File: config.mk
export PLATFORM = sky130hd
export DESIGN_NAME = rfcr_ctrl
export DESIGN_NICKNAME = d
export VERILOG_FILES = /design/src/hdl/rfcr_pkg.sv /design/src/hdl/rfcr_ctrl.sv
export SDC_FILE = /design/constraint.sdc
export NUM_CORES = 1
export LEC_CHECK = 0
export BUFFER_PORTS_ARGS = -buffer_cell sky130_fd_sc_hd__clkbuf_2
export CAP_MARGIN = 20
export CORE_MARGIN = 5
export CORE_UTILIZATION = 40
export CTS_CLUSTER_SIZE = 12
export DETAILED_ROUTE_END_ITERATION = 6
export HOLD_SLACK_MARGIN = 0.06
export PLACE_DENSITY = 0.67
export REMOVE_ABC_BUFFERS = 1
export SLEW_MARGIN = 30
export SYNTH_ARGS = -nofsm -noshare
export SYNTH_HDL_FRONTEND = slang
export SYNTH_SLANG_ARGS = --single-unit
File: constraint.sdc
create_clock -name clk_i -period 5.05 [get_ports clk_i]
set_input_delay 1.01 -clock clk_i [delete_from_list [all_inputs] [get_ports clk_i]]
set_output_delay 1.01 -clock clk_i [all_outputs]
set_load 0.01 [all_outputs]
File: src/hdl/rfcr_pkg.sv
package rfcr_pkg;

  localparam int FracBits     = 16;
  localparam int XW           = 24;
  localparam int FW           = 40;
  localparam int DxW          = XW + 1;
  localparam int DenW         = FW + 1;
  localparam int NumW         = 65;
  localparam int QW           = 25;
  localparam int ItrW         = 5;
  localparam int TolW         = 16;
  localparam int MaxIterBound = 31;
  localparam int MulSplit     = 20;

  localparam logic signed [FW-1:0] FSat = 40'sd274877906943;

  // configuration register indexes
  localparam logic CfgTol   = 1'b0;
  localparam logic CfgLimit = 1'b1;

  typedef enum logic [1:0] {
    ST_CONVERGED = 2'd0,
    ST_NO_SIGN   = 2'd1,
    ST_LIMIT     = 2'd2,
    ST_ZERO_DEN  = 2'd3
  } rfcr_status_e;

  typedef enum logic [1:0] {
    OPD_LEFT,
    OPD_RIGHT,
    OPD_EST
  } rfcr_opd_e;

  typedef enum logic [1:0] {
    ROOT_ZERO,
    ROOT_LEFT,
    ROOT_EST
  } rfcr_root_e;

  typedef enum logic [4:0] {
    S_IDLE, S_FA_SQ, S_FA_CU, S_FB_SQ, S_FB_CU, S_CHECK, S_DEN, S_MUL_LO,
    S_MUL_HI, S_DIV_INIT, S_DIV, S_EST, S_CMP, S_FP_SQ, S_FP_CU, S_SEL, S_DONE
  } rfcr_state_e;

  typedef struct packed {
    logic      load;
    logic      cub_sq;
    logic      cub_cu;
    rfcr_opd_e opd;
    logic      side_sel;
    logic      mul_lo;
    logic      mul_hi;
    logic      div_init;
    logic      div_step;
    logic      est;
    logic      commit;
  } rfcr_cmd_t;

  typedef struct packed {
    logic ends_same;
    logic ends_opp;
    logic den_zero;
    logic converged;
  } rfcr_stat_t;

endpackage

File: src/hdl/rfcr_ctrl.sv
module rfcr_ctrl
  import rfcr_pkg::*;
(
  input  logic                 clk_i,
  input  logic                 rst_ni,
  input  logic                 s_valid_i,
  output logic                 s_ready_o,
  input  logic                 m_ready_i,
  output logic                 m_valid_o,
  output logic signed [XW-1:0] m_root_o,
  output logic [ItrW-1:0]      m_iter_o,
  output rfcr_status_e         m_status_o,
  input  logic [ItrW-1:0]      limit_i,
  input  rfcr_stat_t           stat_i,
  input  logic signed [XW-1:0] x0_i,
  input  logic signed [XW-1:0] est_i,
  output rfcr_cmd_t            cmd_o
);

  rfcr_state_e  state_q, state_d;
  logic [ItrW-1:0] itr_q, itr_d;
  logic [ItrW-1:0] cnt_q, cnt_d;
  rfcr_status_e code_q, code_d;
  rfcr_root_e   rsel_q, rsel_d;
  logic         out_load;
  logic [ItrW:0] itr_inc, lim_eff;
  logic signed [XW-1:0] root_sel;

  // limit capped at the bound
  assign lim_eff = (6'(limit_i) > 6'(MaxIterBound)) ? 6'(MaxIterBound) : 6'(limit_i);
  assign itr_inc = 6'(itr_q) + 6'd1;
  assign out_load = (state_q == S_DONE) && (!m_valid_o || m_ready_i);

  // next state
  always_comb begin
    state_d = state_q;
    case (state_q)
      S_IDLE:     if (s_valid_i) state_d = S_FA_SQ;
      S_FA_SQ:    state_d = S_FA_CU;
      S_FA_CU:    state_d = S_FB_SQ;
      S_FB_SQ:    state_d = S_FB_CU;
      S_FB_CU:    state_d = S_CHECK;
      S_CHECK:    state_d = stat_i.ends_same ? S_DONE : S_DEN;
      S_DEN:      state_d = stat_i.den_zero ? S_DONE : S_MUL_LO;
      S_MUL_LO:   state_d = S_MUL_HI;
      S_MUL_HI:   state_d = S_DIV_INIT;
      S_DIV_INIT: state_d = S_DIV;
      S_DIV:      if (cnt_q == '0) state_d = S_EST;
      S_EST:      state_d = S_CMP;
      S_CMP: begin
        if (itr_q == '0) begin
          state_d = S_FP_SQ;
        end else if (stat_i.converged || itr_inc >= lim_eff) begin
          state_d = S_DONE;
        end else begin
          state_d = S_FP_SQ;
        end
      end
      S_FP_SQ:    state_d = S_FP_CU;
      S_FP_CU:    state_d = S_SEL;
      S_SEL:      state_d = S_DEN;
      S_DONE:     if (out_load) state_d = S_IDLE;
      default:    state_d = S_IDLE;
    endcase
  end

  // commands and bookkeeping
  always_comb begin
    cmd_o     = '0;
    cmd_o.opd = OPD_LEFT;
    s_ready_o = 1'b0;
    itr_d     = itr_q;
    cnt_d     = cnt_q;
    code_d    = code_q;
    rsel_d    = rsel_q;
    case (state_q)
      S_IDLE: begin
        s_ready_o  = 1'b1;
        cmd_o.load = 1'b1;
        itr_d      = '0;
      end
      S_FA_SQ: begin
        cmd_o.cub_sq = 1'b1;
        cmd_o.opd    = OPD_LEFT;
      end
      S_FA_CU: begin
        cmd_o.cub_cu = 1'b1;
        cmd_o.opd    = OPD_LEFT;
      end
      S_FB_SQ: begin
        cmd_o.cub_sq = 1'b1;
        cmd_o.opd    = OPD_RIGHT;
      end
      S_FB_CU: begin
        cmd_o.cub_cu = 1'b1;
        cmd_o.opd    = OPD_RIGHT;
      end
      S_CHECK: begin
        code_d = ST_NO_SIGN;
        rsel_d = ROOT_ZERO;
      end
      S_DEN: begin
        code_d = ST_ZERO_DEN;
        rsel_d = ROOT_LEFT;
      end
      S_MUL_LO: cmd_o.mul_lo = 1'b1;
      S_MUL_HI: cmd_o.mul_hi = 1'b1;
      S_DIV_INIT: begin
        cmd_o.div_init = 1'b1;
        cnt_d          = ItrW'(QW - 1);
      end
      S_DIV: begin
        cmd_o.div_step = 1'b1;
        cnt_d          = cnt_q - 1'b1;
      end
      S_EST: cmd_o.est = 1'b1;
      S_CMP: begin
        cmd_o.commit = 1'b1;
        itr_d        = itr_inc[ItrW-1:0];
        rsel_d       = ROOT_EST;
        code_d       = stat_i.converged ? ST_CONVERGED : ST_LIMIT;
      end
      S_FP_SQ: begin
        cmd_o.cub_sq = 1'b1;
        cmd_o.opd    = OPD_EST;
      end
      S_FP_CU: begin
        cmd_o.cub_cu = 1'b1;
        cmd_o.opd    = OPD_EST;
      end
      S_SEL: cmd_o.side_sel = 1'b1;
      default: ;
    endcase
  end

  // result word source
  always_comb begin
    case (rsel_q)
      ROOT_LEFT: root_sel = x0_i;
      ROOT_EST:  root_sel = est_i;
      default:   root_sel = '0;
    endcase
  end

  // control registers
  always_ff @(posedge clk_i or negedge rst_ni) begin
    if (!rst_ni) begin
      state_q   <= S_IDLE;
      itr_q     <= '0;
      cnt_q     <= '0;
      code_q    <= ST_CONVERGED;
      rsel_q    <= ROOT_ZERO;
      m_valid_o <= 1'b0;
    end else begin
      state_q <= state_d;
      itr_q   <= itr_d;
      cnt_q   <= cnt_d;
      code_q  <= code_d;
      rsel_q  <= rsel_d;
      if (out_load) begin
        m_valid_o <= 1'b1;
      end else if (m_ready_i) begin
        m_valid_o <= 1'b0;
      end
    end
  end

  // output word register
  always_ff @(posedge clk_i) begin
    if (out_load) begin
      m_root_o   <= root_sel;
      m_iter_o   <= itr_q;
      m_status_o <= code_q;
    end
  end

endmodule

Word level (Yosys, flattened, before mapping)
Index checks and enable logic that the tools add are counted.
- register bits after elaboration: 51
- word-level logic and storage cells: 76
- muxes and demuxes: 27
- reduce and logical (&&, ||, !) cells: 16
- $add $sub $neg: 2
- equality and inequality tests: 21
- order comparisons: 1
- operator list (operator ; count):
    one-hot mux 5 bit (17 select lines) ; 1
    one-hot mux 24 bit (2 select lines) ; 1
    equality test 5 x 4 -> 1 bit, second input constant ; 8
    two-way mux 5 bit ; 7
    equality test 5 x 3 -> 1 bit, second input constant ; 4
    one-hot mux 5 bit (2 select lines) ; 2
    logical NOT 5 bit ; 3
    two-way mux 1 bit ; 12
    one-hot mux 2 bit (3 select lines) ; 2
    equality test 5 x 2 -> 1 bit, second input constant ; 2
    adder 5 x 1 -> 6 bit, second input constant ; 1
    >= comparator 6 x 5 -> 1 bit ; 1
    != test 2 bit, second input constant ; 3
    nonzero test 2 bit ; 3
    OR reduction 3 bit ; 2
    equality test 5 x 1 -> 1 bit, second input constant ; 1
    equality test 5 bit, second input constant ; 1
    subtractor 5 x 1 -> 5 bit, second input constant ; 1
    one-hot mux 2 bit (2 select lines) ; 1
    OR reduction 2 bit ; 2
    AND reduction 3 bit ; 1
    nonzero test 3 bit ; 1
    equality test 2 x 1 -> 1 bit, second input constant ; 1
    equality test 2 bit, second input constant ; 1
    other kinds (4) ; 5

Depth between registers and ports, before layout
Gate-level depths: netlist of the first run.
- depth after elaboration: 6
- depth in mapped cells: 7
- mapped depth without buffers: 7

Worst setup path after synthesis of the first run
OpenSTA, ideal clock, no wires.
- kind: input-to-reg
- from: in m_ready_i
- to: reg m_iter_o[0] (enable)
- path buffers: 0
- setup slack: 2.015 ns
- data arrival time: 2.605 ns
- stages: 2
- cells stage by stage: inv_1 a21oi_1
- cells in the longest elaborated chain, start to end: 2
- RTL lines (what ; RTL line ; RTL):
    start, declared ; rfcr_ctrl.sv:8 ; input logic m_ready_i,
    logical OR 1 bit ; rfcr_ctrl.sv:32 ; assign out_load = (state_q == S_DONE) && (!m_valid_o || m_ready_i);
    logical AND 1 bit ; rfcr_ctrl.sv:32 ;
    named net out_load ; rfcr_ctrl.sv:25 ; logic out_load;
    end signal, assigned ; rfcr_ctrl.sv:172 ; m_iter_o <= itr_q;
    end, declared ; rfcr_ctrl.sv:11 ; output logic [ItrW-1:0] m_iter_o,
The timed path passes the listed nets, and every way through them passes these cells.
A chain may end at the register's enable or synchronous reset.

==> results of run 1 <==
==> cell type report <==
class,instances,area share [%]
Tap cell,80,2.91
Clock buffer,5,2.00
Multi-Input combinational cell,177,34.1
Clock inverter,3,1.13
Timing Repair Buffer,105,15.9
Inverter,22,2.40
Sequential cell,51,41.6
==> layer usage <==
layer / vias up / track usage, % / share of wire (%)
li1: 1169 / - / -
met1: 1067 / 20.6 / 45
met2: 117 / 25.4 / 44
met3: 8 / 3.78 / 10
met4: 0 / 4.40 / 1.3
met5: - / 0 / 0
==> where the power goes <==
part | switching (mW) | internal, mW | total [mW]
sequential | 0.129 | 0.548 | 0.678
combinational | 0.357 | 0.269 | 0.627
clock | 0.133 | 0.145 | 0.278
==> through the flow <==
step | total power, mW | worst slack, ps | hold WS (ps) | util [%]
2_1_floorplan | 1.10 | 1970 | 425 | -
6_report | 1.58 | 1810 | 462 | 51.0
3_3_place_gp | 1.30 | 2170 | 439 | 49.0
3_5_place_dp | 1.32 | 2170 | 444 | 49.0
4_1_cts | 1.60 | 1830 | 466 | 50.6
5_1_grt | 1.72 | 1640 | 476 | 51.0
==> flip-flops by register name, indices dropped and copies added, names as in the netlist <==
signal / count
cnt_q: 5
code_q: 2
m_iter_o: 5
m_valid_o: 1
state_q: 5
itr_q: 5
m_root_o: 24
m_status_o: 2
rsel_q: 2
==> final timing paths <==
kind,endpoint,cells past startpoint,start
max,cmd_o[2],4,state_q[3]$_DFFE_PN0P_
min,m_status_o[1]$_DFFE_PP_,0,code_q[1]$_DFFE_PN0P_
max reg2reg,m_iter_o[0]$_DFFE_PP_,4,state_q[2]$_DFFE_PN0P_
min reg2reg,m_status_o[1]$_DFFE_PP_,0,code_q[1]$_DFFE_PN0P_
max in group asynchronous,code_q[1]$_DFFE_PN0P_,1,rst_ni
min in group asynchronous,cnt_q[1]$_DFFE_PN0N_,1,rst_ni
==> kinds of logic (layout without fill, tap and decap cells) <==
kind of cell | Yosys count | in the layout | synth area share [%]
buf+inv | 39 | 135 | 6.16
simple gates | 89 | 89 | 17.1
mux | 1 | 1 | 0.407
compound gates | 67 | 67 | 16.7
flops | 51 | 51 | 51.8
xor+xnor | 9 | 9 | 2.85
fa+ha+maj | 11 | 11 | 4.98
==> layout by cell type, fill, tap and decap left out, drive strengths merged, types with 3 or more instances in the layout <==
cell,count
nand2,10
ha,11
a22oi,24
nand2b,6
xor2,4
clkbuf,109
edfxtp,31
xnor2,5
o221ai,3
nor4,3
a21oi,6
nand3,7
o21ai,16
or3,5
nor2,32
nor3,10
inv,22
dfrtp,20
nor2b,3
==> worst max-delay path, cell delays in order, from the launching register on <==
cell and delay, ps:
dfrtp_1 880, nand2b_1 340, or3_1 480, inv_2 100, clkbuf_2 130
==> flow_metrics.py, run 1 <==
metrics = {
    "cts": {
        "root_buffer": "clkbuf_8",
        "cts-resized-gates": 0,
        "cts_hold_buf": 0,
        "clk_pin_slew_ps": 90,
        "clock_sinks": 51,
        "clk_latency_ps": 300,
        "h-tree-depth": 2,
        "postCtsSetupRepairBufs": 0,
        "cts_buffers": 5,
        "cts_tree": "done",
        "clockBufferDepth": 2,
    },
    "setup_path": {
        "worstPathRequired_ps": 4040,
        "cp-start-kind": "flip-flop",
        "path_class": "flip-flop to output port",
        "r2r_slack_ps": 2790,
        "arrival_ps": 2230,
        "end_kind": "output port",
        "path_max_fanout": 27,
    },
    "sta": {
        "fin_crit_ps": 3240,
        "worst_slew_pin_slew_ps": 832,
        "setup-violations-final": 0,
        "rsz0062_at_grt": "no",
        "final.setup_skew_ps": 5.60,
        "fin_tns_setup_ps": 0,
        "slew_headroom_pct": 44.5,
        "slew_viol_final": 0,
        "max_freq_mhz": 308,
        "hold_viol": 0,
        "fin_crit_sh_pct": 64.2,
    },
    "logic_synthesis": {
        "synth_seq_cells": 51,
        "synth_warnings": 0,
        "synth_cell_types": 50,
        "synthCells": 267,
        "synth_area_leaders": "edfxtp_1 (34%), dfrtp_1 (18%), a22oi_1 (6.5%)",
        "yosysTopAreaCell": "edfxtp_1",
        "yosys-top-cells-count": "nor2_1 (32), edfxtp_1 (31), a22oi_1 (24)",
        "yosys.area.top_type_share_pct": 33.7,
        "async_flop_share_pct": 39.2,
        "synth_ff_type": "edfxtp_1",
        "synth_edf_count": 31,
        "ys_seq_area_share_pct": 51.8,
        "synth_area_per_cell_um2": 10.4,
        "syn-cell-area_um2": 2760,
        "synth.most_common_cell": "nor2_1",
    },
    "finish": {
        "n_fill_cell": 614,
        "multi_input_area_um2": 1170,
        "drive_gt1_share_pct": 32.8,
        "nets": 434,
        "diodes": 0,
        "final_cells": 443,
        "seqCellArea_um2": 1430,
        "final_area_um2": 3440,
        "area_delta_synth_final_pct": 24.6,
    },
    "placed_design": {
        "postPlaceCellArea_um2": 3310,
        "dpl.cell_count": 434,
        "gp_congestion": 0.829,
        "numPortBuffers": 104,
        "hpwl_um": 4920,
    },
    "global_routing": {
        "antenna_found_initial": 0,
        "grtUsageTotal_pct": 15.5,
        "grt_pass1_vias": 2307,
        "grt_max_degree": 32,
        "grt_first_pass_wirelength_um": 10900,
        "grt_overflow": 0,
    },
    "die": {
        "core_area_um2": 6760,
        "io_pins": 106,
        "die_area_um2": 8670,
        "initial_utilization_pct": 40.9,
        "die_height_um": 93.1,
        "row_count": 30,
        "fp.dieW_um": 93.1,
    },
    "min_path": {
        "hold_class": "flip-flop to flip-flop",
    },
    "power": {
        "vdd_drop_max_uv": 256,
        "powerDensity_nw_per_um2": 460,
        "p_leak_nw": 1.61,
    },
    "route": {
        "routed_wl_um": 6570,
        "drt-initial-drc-count": 82,
        "drc": 0,
        "viasPerCell": 5.33,
        "ant_nets": 0,
        "dr.pass1.iters": 4,
        "num_vias": 2361,
        "routedWlPerCell_um": 14.8,
    },
    "run": {
        "drv_cap": 0,
    },
    "status": {
        "status": "finished clean",
    },
}
No activity file was read; power rests on OpenSTA's default activity.
==> run 2, diff against run 1 <==
clock period = 3.13 ns   (was 5.05 ns; I/O delays follow)
==> flow_metrics.py, run 2 (synthesized netlist as in run 1, its figures left out) <==
metrics = {
    "global_routing": {
        "antenna_found_initial": 0,
        "grt_max_degree": 32,
        "grtUsageTotal_pct": 15.5,
        "grt_first_pass_wirelength_um": 10900,
        "grt_overflow": 0,
        "grt_pass1_vias": 2292,
    },
    "placed_design": {
        "gp_congestion": 0.811,
        "numPortBuffers": 104,
        "hpwl_um": 4960,
    },
    "min_path": {
        "hold_class": "input port to async pin",
    },
    "setup_path": {
        "path_class": "flip-flop to output port",
        "arrival_ps": 1960,
        "cp-start-kind": "flip-flop",
        "path_max_fanout": 19,
        "worstPathRequired_ps": 2500,
        "crit_start": "state_q[1]$_DFFE_PN0P_",
        "r2r_start": "state_q[1]$_DFFE_PN0P_",
        "end_kind": "output port",
    },
    "route": {
        "dr.pass1.iters": 4,
        "drt-initial-drc-count": 58,
        "drc": 0,
        "ant_nets": 0,
        "num_vias": 2341,
        "routedWlPerCell_um": 14.7,
        "viasPerCell": 5.26,
        "routed_wl_um": 6550,
    },
    "cts": {
        "root_buffer": "clkbuf_8",
        "clk_latency_ps": 290,
        "clock_sinks": 51,
        "cts_tree": "done",
        "clk_pin_slew_ps": 90,
        "postCtsSetupRepairBufs": 0,
        "cts_buffers": 5,
        "cts_hold_buf": 0,
        "clockBufferDepth": 2,
        "h-tree-depth": 2,
        "cts-resized-gates": 0,
    },
    "finish": {
        "largest_register": "m_root_o",
        "final_common_cell": "clkbuf_2",
        "area_delta_synth_final_pct": 24.8,
        "drive_gt1_share_pct": 33.4,
        "layout_common_cells": "clkbuf_2 (104), nor2_1 (32), edfxtp_1 (31)",
        "final_util_pct": 51.0,
        "nets": 436,
        "diodes": 0,
        "largest_register_ffs": 24,
        "n_fill_cell": 649,
    },
    "sta": {
        "max_freq_mhz": 387,
        "final.setup_skew_ps": 5.76,
        "slew_viol_final": 0,
        "fin_crit_sh_pct": 82.6,
        "rsz0062_at_grt": "no",
        "fin_crit_ps": 2580,
        "fin_tns_setup_ps": 0,
        "setup-violations-final": 0,
        "slew_headroom_pct": 43.1,
        "hold_viol": 0,
        "whs_ps": 289,
        "worst_slew_pin_slew_ps": 854,
    },
    "power": {
        "p_switching_mw": 0.995,
        "powerDensity_nw_per_um2": 749,
        "p_sw_share_pct": 38.5,
        "seqPwrFrac_pct": 40.3,
        "p_clk_share_pct": 18.0,
        "p_leak_nw": 1.62,
        "p_int_mw": 1.59,
        "power_frac_comb_pct": 41.7,
        "vdd_drop_max_uv": 374,
    },
    "run": {
        "drv_cap": 0,
    },
    "die": {
        "row_count": 30,
        "core_area_um2": 6760,
        "initial_utilization_pct": 40.9,
        "die_area_um2": 8670,
        "fp.dieW_um": 93.1,
        "io_pins": 106,
        "die_height_um": 93.1,
    },
    "status": {
        "status": "finished clean",
    },
}
run 2: changes by cell type in the layout (fill, tap and decap cells not counted), sizes merged:
cell,before,now
clkinvlp,0,1
buf,1,3
clkbuf,109,110
clkinv,2,0
run 2: power by group through the flow:
stage | registers [mW] | clock network, mW | logic, mW
6_report | 1.04 | 0.464 | 1.08
5_1_grt | 1.06 | 0.510 | 1.23
4_1_cts | 1.04 | 0.480 | 1.10
3_5_place_dp | 1.05 | 0 | 1.09
3_3_place_gp | 1.05 | 0 | 1.06
2_1_floorplan | 1.07 | 0 | 0.714
run 2: worst paths after layout:
path,to,slack [ps],cells past startpoint
max,cmd_o[2],550,4
min,cnt_q[1]$_DFFE_PN0N_,290,1
max reg2reg,m_iter_o[4]$_DFFE_PP_,960,4
min reg2reg,m_status_o[1]$_DFFE_PP_,450,0
max in group asynchronous,itr_q[3]$_DFFE_PN0P_,2490,1
min in group clk_i,m_status_o[1]$_DFFE_PP_,450,0
run 2: critical path, cell delays in order (launching register included):
cell	delay (ps)
dfrtp_1	750
nand2b_1	250
or3_1	420
inv_2	100
clkbuf_2	130
run 2: cell type report:
class | count | area, um2 | area share, %
Clock buffer | 6 | 82.6 | 2.39
Tap cell | 80 | 100 | 2.90
Inverter | 22 | 82.6 | 2.39
Sequential cell | 51 | 1430 | 41.5
Multi-Input combinational cell | 177 | 1170 | 34.0
Clock inverter | 2 | 35.0 | 1.02
Timing Repair Buffer | 107 | 543 | 15.7
run 2: per-layer routing:
metal	wire length, um	share of wire, %	vias up	global-route usage (%)
li1	-	-	1167	-
met1	3000	46	1070	20.6
met2	2910	44	102	25.9
met3	617	9.4	2	3.62
met4	27	0.41	0	2.93
met5	0	0	-	0
run 2: stage by stage:
stage | total power [mW] | setup slack [ps] | std cells | area [um2]
after floorplan | 1.78 | 54.1 | 250 | 2680
after global placement | 2.11 | 891 | 437 | 3330
after detailed placement | 2.15 | 889 | 437 | 3330
after CTS | 2.62 | 550 | 445 | 3450
after global routing | 2.80 | 401 | 445 | 3450
final | 2.58 | 546 | 445 | 3450
==> run 3, diff against run 2 <==
PLACE_DENSITY = 0.7   (was 0.67)
clock period = 2.1 ns   (was 3.13 ns; I/O delays follow)
==> flow_metrics.py, run 3 (synthesized netlist as in run 1, its figures left out) <==
metrics = {
    "die": {
        "die_height_um": 93.1,
        "die_area_um2": 8670,
        "io_pins": 106,
        "row_count": 30,
        "core_area_um2": 6760,
        "initial_utilization_pct": 40.9,
        "fp.dieW_um": 93.1,
    },
    "finish": {
        "final_area_um2": 3590,
        "diodes": 0,
        "area_delta_synth_final_pct": 29.7,
        "final_cells": 460,
        "largest_register_ffs": 24,
        "final_common_cell": "clkbuf_2",
        "layout_common_cells": "clkbuf_2 (102), nor2_1 (32), edfxtp_1 (31)",
        "nets": 451,
        "drive_gt1_share_pct": 38.7,
        "final_util_pct": 53.1,
        "largest_register": "m_root_o",
    },
    "setup_path": {
        "critPathMostFrequentCell": "ha_1",
        "path_class": "flip-flop to flip-flop",
        "path_cells": "ha_1 > xor2_1 > ha_1 > o21a_1 > o21ai_0 > o21ai_2 > a31o_1",
        "arrival_ps": 2240,
        "max_stage_delay_ps": 430,
        "critPathBufInv": 0,
        "end_kind": "flip-flop",
        "worstPathRequired_ps": 2290,
        "path_max_fanout": 5,
        "cpMaxStageDelayCell": "dfrtp_1",
        "cp-start-kind": "flip-flop",
        "cp_top_family": "compound AO/OA/AOI/OAI gates",
    },
    "route": {
        "num_vias": 2470,
        "ant_nets": 0,
        "dr.pass1.iters": 4,
        "drc": 0,
        "routedWlPerCell_um": 14.9,
        "drt-initial-drc-count": 86,
        "viasPerCell": 5.37,
        "routed_wl_um": 6860,
    },
    "placed_design": {
        "dpl.cell_count": 447,
        "gp_congestion": 0.869,
        "hpwl_um": 5100,
        "numPortBuffers": 104,
        "pre_cts_ws_ps": 43.7,
        "postPlaceCellArea_um2": 3420,
    },
    "sta": {
        "fin_crit_ps": 2050,
        "hold_viol": 0,
        "setup-violations-final": 0,
        "layout_setup_ws_ps": 47.7,
        "max_freq_mhz": 487,
        "whs_ps": 79.4,
        "slew_viol_final": 0,
        "fin_crit_sh_pct": 97.7,
        "rsz0062_at_grt": "yes",
        "slew_headroom_pct": 40.6,
        "final.setup_skew_ps": 5.53,
        "worst_slew_pin_slew_ps": 891,
        "fin_tns_setup_ps": 0,
    },
    "cts": {
        "clk_latency_ps": 290,
        "h-tree-depth": 2,
        "cts_buffers": 5,
        "clock_sinks": 51,
        "clk_pin_slew_ps": 90,
        "root_buffer": "clkbuf_8",
        "cts_tree": "done",
        "clockBufferDepth": 2,
        "cts_hold_buf": 0,
    },
    "power": {
        "p_int_mw": 2.39,
        "p_leak_nw": 1.68,
        "powerDensity_nw_per_um2": 1100,
        "p_sw_share_pct": 39.7,
        "finalPower_mw": 3.96,
        "vdd_drop_max_uv": 628,
        "p_clk_share_pct": 13.7,
        "seqPwrFrac_pct": 38.8,
        "p_switching_mw": 1.57,
        "power_frac_comb_pct": 47.5,
    },
    "run": {
        "drv_cap": 0,
    },
    "status": {
        "status": "finished clean",
    },
    "min_path": {
        "hold_class": "input port to async pin",
    },
    "global_routing": {
        "grtUsageTotal_pct": 15.8,
        "grt_max_degree": 32,
        "grt_first_pass_wirelength_um": 11100,
        "antenna_found_initial": 0,
        "grt_overflow": 0,
        "grt_pass1_vias": 2397,
    },
}
-- run 3: repair_timing --
| item | in CTS | in global routing |
|---|---|---|
| setup endpoints to repair | 5 | 13 |
| pin swaps | 0 | 2 |
| setup buffers | 0 | 5 |
| resized for setup | 3 | 13 |
| endpoints found under the hold margin | 0 | 0 |
-- run 3: area by class of cell --
class | instances | area (um2)
Sequential cell | 51 | 1440
Multi-Input combinational cell | 177 | 1210
Timing Repair Buffer | 122 | 672
Tap cell | 80 | 100
Fill cell | 602 | 3170
Clock inverter | 2 | 12.5
Clock buffer | 6 | 72.6
Inverter | 22 | 82.6
-- run 3: path summary, 6_finish.rpt --
kind / endpoint / start / depth (start not counted) / slack, ps
worst min register to register: m_status_o[1]$_DFFE_PP_ / code_q[1]$_DFFE_PN0P_ / 0 / 460
max in group asynchronous: state_q[3]$_DFFE_PN0P_ / rst_ni / 1 / 1630
worst min-delay path: cnt_q[2]$_DFFE_PN0N_ / rst_ni / 1 / 80
worst max-delay path: state_q[4]$_DFFE_PN0P_ / itr_q[0]$_DFFE_PN0P_ / 7 / 50
min in group clk_i: m_valid_o$_DFFE_PN0P_ / m_ready_i / 2 / 310
worst max register to register: state_q[4]$_DFFE_PN0P_ / itr_q[0]$_DFFE_PN0P_ / 7 / 50
-- run 3: layer usage --
layer	GRT usage, %	share of wire (%)
met3	3.78	9.4
met5	0	0
met1	20.4	44
met4	4.40	2.1
met2	26.6	45
-- run 3: worst reg2reg max path: cells and delay by family, from the launching register on --
kind / cells / cell delay, ps
AO/OA/AOI/OAI: 4 / 800
flip-flops: 1 / 430
XOR/XNOR: 1 / 160
adder cells (fa/ha/maj): 2 / 550
-- run 3: power groups by stage --
| stage | Combinational [mW] | Clock [mW] | Sequential (mW) |
|---|---|---|---|
| final | 1.88 | 0.543 | 1.54 |
| after global routing | 2.11 | 0.620 | 1.56 |
| after CTS | 1.78 | 0.567 | 1.53 |
| after detailed placement | 1.77 | 0 | 1.54 |
| after global placement | 1.71 | 0 | 1.54 |
| after floorplan | 1.06 | 0 | 1.59 |
